`config.mk`:
```
export PLATFORM = sky130hd
export DESIGN_NAME = dfs_ctrl
export DESIGN_NICKNAME = d
export VERILOG_FILES = /design/src/rtl/core/dfs_pkg.sv /design/src/rtl/core/dfs_ctrl.sv
export SDC_FILE = /design/constraint.sdc
export NUM_CORES = 1
export LEC_CHECK = 0
export BUFFER_PORTS_ARGS = -buffer_cell sky130_fd_sc_hd__buf_4
export CAP_MARGIN = 10
export CORE_AREA = 5 5 42 44
export DETAILED_ROUTE_END_ITERATION = 12
export DIE_AREA = 0 0 47 49
export HOLD_SLACK_MARGIN = 0.15
export REMOVE_ABC_BUFFERS = 1
export SKIP_LAST_GASP = 1
export SLEW_MARGIN = 30
export SYNTH_ARGS = -nofsm -noshare
export SYNTH_HDL_FRONTEND = slang
export SYNTH_SLANG_ARGS = --single-unit
```
`constraint.sdc`:
```
create_clock -name clk -period 2.1 [get_ports clk]
set_clock_uncertainty 0.15 [all_clocks]
set_input_delay 0.105 -clock clk [delete_from_list [all_inputs] [get_ports clk]]
set_output_delay 0.105 -clock clk [all_outputs]
set_load 0.01 [all_outputs]
```
`src/rtl/core/dfs_pkg.sv`:
```
package dfs_pkg;

    localparam int DFS_MAX_ENTRIES = 64;
    localparam int DFS_COORD_BITS  = 16;

    // command codes
    localparam logic [1:0] CMD_CLEAR = 2'd0;
    localparam logic [1:0] CMD_ADD   = 2'd1;
    localparam logic [1:0] CMD_FOCUS = 2'd2;
    localparam logic [1:0] CMD_MOVE  = 2'd3;

    // direction codes
    localparam logic [2:0] DIR_NONE  = 3'd0;
    localparam logic [2:0] DIR_UP    = 3'd1;
    localparam logic [2:0] DIR_DOWN  = 3'd2;
    localparam logic [2:0] DIR_LEFT  = 3'd3;
    localparam logic [2:0] DIR_RIGHT = 3'd4;

    // configuration register indexes (paddr[2])
    localparam logic REG_WRAP_ENABLE = 1'b0;
    localparam logic REG_PERP_WEIGHT = 1'b1;

    localparam logic [3:0] PERP_WEIGHT_RESET = 4'd2;

    typedef enum logic [1:0] {
        SCAN_LOOKUP = 2'd0,
        SCAN_SEARCH = 2'd1,
        SCAN_WRAP   = 2'd2
    } dfs_scan_mode_t;

    // controller -> datapath
    typedef struct packed {
        logic           accept;
        logic           scan_start;
        dfs_scan_mode_t scan_mode;
        logic           snap;
        logic           commit;
    } dfs_ctl_t;

    // datapath -> controller
    typedef struct packed {
        logic move_go;
        logic scan_done;
        logic found;
        logic dir_ok;
        logic have_best;
    } dfs_status_t;

endpackage

```
`src/rtl/core/dfs_ctrl.sv`:
```
module dfs_ctrl
    import dfs_pkg::*;
(
    input  logic        clk,
    input  logic        rst_n,
    input  logic        start,
    input  logic        wrap_enable,
    input  dfs_status_t stat,
    output dfs_ctl_t    ctl,
    output logic        busy,
    output logic        done
);

    typedef enum logic [4:0] {
        ST_IDLE   = 5'b00001,
        ST_LOOKUP = 5'b00010,
        ST_SEARCH = 5'b00100,
        ST_WRAP   = 5'b01000,
        ST_RESP   = 5'b10000
    } dfs_state_t;

    dfs_state_t state_reg;
    dfs_state_t state_next;

    always_comb
    begin
        ctl        = '0;
        state_next = state_reg;
        unique case (state_reg)
            ST_IDLE:
            begin
                if (start)
                begin
                    ctl.accept = 1'b1;
                    if (stat.move_go)
                    begin
                        ctl.scan_start = 1'b1;
                        ctl.scan_mode  = SCAN_LOOKUP;
                        state_next     = ST_LOOKUP;
                    end
                    else
                    begin
                        state_next = ST_RESP;
                    end
                end
            end
            ST_LOOKUP:
            begin
                if (stat.scan_done)
                begin
                    if (!stat.found)
                    begin
                        ctl.snap   = 1'b1;
                        state_next = ST_RESP;
                    end
                    else if (!stat.dir_ok)
                    begin
                        state_next = ST_RESP;
                    end
                    else
                    begin
                        ctl.scan_start = 1'b1;
                        ctl.scan_mode  = SCAN_SEARCH;
                        state_next     = ST_SEARCH;
                    end
                end
            end
            ST_SEARCH:
            begin
                if (stat.scan_done)
                begin
                    if (stat.have_best)
                    begin
                        ctl.commit = 1'b1;
                        state_next = ST_RESP;
                    end
                    else if (wrap_enable)
                    begin
                        ctl.scan_start = 1'b1;
                        ctl.scan_mode  = SCAN_WRAP;
                        state_next     = ST_WRAP;
                    end
                    else
                    begin
                        state_next = ST_RESP;
                    end
                end
            end
            ST_WRAP:
            begin
                if (stat.scan_done)
                begin
                    ctl.commit = 1'b1;
                    state_next = ST_RESP;
                end
            end
            ST_RESP:
            begin
                state_next = ST_IDLE;
            end
            default:
            begin
                state_next = ST_IDLE;
            end
        endcase
    end

    always_ff @(posedge clk or negedge rst_n)
    begin
        if (!rst_n)
        begin
            state_reg <= ST_IDLE;
        end
        else
        begin
            state_reg <= state_next;
        end
    end

    assign busy = (state_reg != ST_IDLE);
    assign done = (state_reg == ST_RESP);

`ifndef SYNTH
    a_accept_busy: assert property (@(posedge clk) disable iff (!rst_n)
        (start && !busy) |=> busy)
        else $error("accepted transfer did not make the block busy");

    a_done_idle: assert property (@(posedge clk) disable iff (!rst_n)
        done |=> !busy)
        else $error("block not idle after result transfer");

    a_state_onehot: assert property (@(posedge clk) disable iff (!rst_n)
        $onehot(state_reg))
        else $error("state register lost its one-hot code");
`endif

endmodule

```
==> impl_metrics.py <==
metrics = {
    "run_status": {
        "outcome": "finished clean",
    },
    "finish": {
        "largest_register_ffs": 5,
        "regArea_um2": 127.6,
        "nets": 90,
        "multi_input_area_um2": 285.3,
        "n_antenna_cell": 0,
        "syn_to_final_growth_pct": 64.45,
        "instances_no_fill": 96,
        "fillers": 142,
        "drive_gt1_share_pct": 46.25,
    },
    "synthesis": {
        "syn_avg_cell_area_um2": 8.658,
        "synth_commonest_cells": "dfrtp_1 (4), inv_1 (4), nand2_1 (3), nand3b_1 (3), o21ai_0 (3)",
        "ys.flop_type": "dfrtp_1",
        "synth.top_cell.area_share_pct": 23.12,
        "syn_area_um2": 432.9,
        "synth-warning-count": 0,
        "yosysUniqueCellTypes": 33,
        "synthesis.instances": 50,
        "synth-seq-cells": 5,
        "seq_area_frac_synth_pct": 29.19,
        "ys_async_sr_fraction_pct": 100.0,
        "post-synth-top-area-cell": "dfrtp_1",
        "synth_area_leaders": "dfrtp_1 (23%), dfstp_2 (6.1%), nor4b_4 (5.5%)",
        "synth_edf_count": 0,
    },
    "clock_network": {
        "cts.sinks": 5,
        "clock_latency_ns": 0.24,
        "ctsHtreeMaxLevel": 1,
        "cts_made_buffers": 3,
        "cts_tree": "yes",
        "root_buffer": "clkbuf_4",
        "clk_path_buf_depth": 2,
        "clkTransAtPathRegs_ns": 0.04,
    },
    "detailed_routing": {
        "drt_iter0_drc": 11,
        "wl_per_cell_um": 13.11,
        "drt_pre_antenna_iters": 4,
        "wirelength_um": 1259,
        "ant_nets": 0,
        "vias_per_cell": 5.302,
        "route.detailed.drc": 0,
        "vias": 509,
    },
    "power_and_ir_drop": {
        "p_sw_share_pct": 37.65,
        "finalPower_mw": 0.6342,
        "power_density_nw_per_um2": 890.8,
        "intPower_mw": 0.3954,
        "seq_power_share_pct": 24.1,
        "combPwrFrac_pct": 58.3,
        "peakVddDrop_mv": 0.3602,
        "p_switching_mw": 0.2388,
        "pwr-share-clk_pct": 17.5,
        "p_leak_nw": 0.3277,
    },
    "die": {
        "die_w_um": 47,
        "dieHeight_um": 49,
        "core-area_um2": 1401,
        "start_util_pct": 30.89,
        "num_rows": 14,
        "ios": 17,
        "die-area_um2": 2303,
    },
    "grt": {
        "overflow": 0,
        "gr-usage-all-layers_pct": 11.18,
        "grt_pass1_wl_um": 1911,
        "grt_max_degree": 12,
        "grt_pass1_vias": 489,
        "antenna_found_initial": 0,
    },
    "placed_design": {
        "port_buffers": 16,
        "hpwl_um": 926.2,
        "gp_congestion": 0.7732,
        "placed_cells": 82,
    },
    "worst_setup_path": {
        "path_cells": "or3_4, or4_4, nand3_2, buf_6",
        "rr_endpoint": "state_reg[3]",
        "slowest_delay_ns": 0.53,
        "cp.required_ns": 1.85,
        "slowest_stage": "or4_4",
        "cp.buffers_inverters": 1,
        "end_kind": "output pin",
        "r2r_setup_slack_ns": 0.31,
        "start_kind": "flop",
        "r2r_start": "state_reg[0]",
        "arrival_ns": 1.77,
        "path_class": "flop to output pin",
        "reg2reg_depth": 5,
        "critPathMaxFanout": 6,
        "cp_top_family": "simple AND/OR/NAND/NOR gates",
    },
    "sta": {
        "slew_headroom_pct": 76.33,
        "period_needed_ns": 2.028,
        "max_clock_freq_mhz": 493.0,
        "setup_viol": 0,
        "fin_setup_tns_ns": 0,
        "hold_viol_final": 0,
        "rsz0062_at_grt": "yes",
        "worst_slew_pin_slew_ns": 0.3461,
        "slew_viol_final": 0,
        "period_share_pct": 96.59,
    },
    "min_path": {
        "min-delay-path-class": "primary input to async pin",
    },
    "run": {
        "cap_violations": 0,
    },
}
==> timing repair <==
item	CTS	global route
hold buffers	5	0
endpoints found under the hold margin	10	0
buffers inserted	0	5
gates resized for setup	0	6
endpoints found under the setup margin	0	3
==> per-layer routing <==
metal  share of wire (%)  vias up  routed length [µm]  global-route usage (%)
met1                  39      248                 497                   11.61
met2                  56       13                 709                   19.91
met5                   0        -                   0                       0
li1                    -      246                   -                       -
met3                 3.1        2                  39                   3.321
met4                0.95        0                  12                   4.147
==> through the flow <==
step | area [µm²] | worst slack, ns | utilization [%] | hold WS, ns
after global routing | 711.9 | 0.0008002 | 50.80 | 0.1975
after global placement | 576.8 | 0.2895 | 41.16 | -0.2431
after floorplan | 414.1 | 0.2909 | - | -0.3406
after CTS | 653.1 | 0.002348 | 46.61 | 0.1869
final | 711.9 | 0.07153 | 50.80 | 0.1914
after detailed placement | 576.8 | 0.2762 | 41.16 | -0.2409
==> worst register-to-register path, cell delays in order, from the launching register on <==
cell and delay [ns]:
dfstp_2 0.36, or2_4 0.26, nor4b_4 0.29, or3b_4 0.43, buf_4 0.14, o41ai_1 0.05
==> final cells by class <==
type | instances | area share, %
repair buffers | 29 | 32.86
multi-input cells | 37 | 40.07
inverters | 5 | 2.636
flip-flops and latches | 5 | 17.93
well taps | 16 | 2.812
clock buffers | 4 | 3.691
==> power by group through the flow <==
stage | clock network, mW | registers, mW | logic (mW)
2_1_floorplan | 0 | 0.162 | 0.176
3_3_place_gp | 0 | 0.163 | 0.285
3_5_place_dp | 0 | 0.163 | 0.285
4_1_cts | 0.113 | 0.163 | 0.293
5_1_grt | 0.121 | 0.157 | 0.396
6_report | 0.111 | 0.153 | 0.370
==> cells in the final DEF, fill, tap and decap left out, types with 2 or more instances in the layout <==
| master | instances |
|---|---|
| nor3_1 | 2 |
| o21ai_0 | 3 |
| inv_1 | 4 |
| nand2b_1 | 2 |
| dfrtp_1 | 3 |
| buf_4 | 23 |
| nand3b_1 | 3 |
| nand2_1 | 3 |
| clkbuf_4 | 3 |
| dlygate4sd3_1 | 5 |
| a211oi_1 | 2 |
==> logic make-up after synthesis <==
family,count (synthesis),synth area share [%]
buffers and inverters,8,8.669
flip-flops,5,29.19
XOR/XNOR,1,2.023
AO/OA/AOI/OAI,13,21.97
AND/OR/NAND/NOR,23,38.15
==> worst max-delay path by stage <==
stage | startpoint | end | slack, ns | cells past startpoint
final | state_reg[4] | ctl[4] | 0.07 | 4
after global routing | state_reg[1] | ctl[4] | 0.0008 | 5
after CTS | state_reg[4] | ctl[4] | 0.002 | 4
after detailed placement | state_reg[4] | ctl[4] | 0.28 | 4
after global placement | state_reg[4] | ctl[4] | 0.29 | 4
after floorplan | state_reg[3] | ctl[4] | 0.29 | 3
No activity file was read; power rests on OpenSTA's default activity.
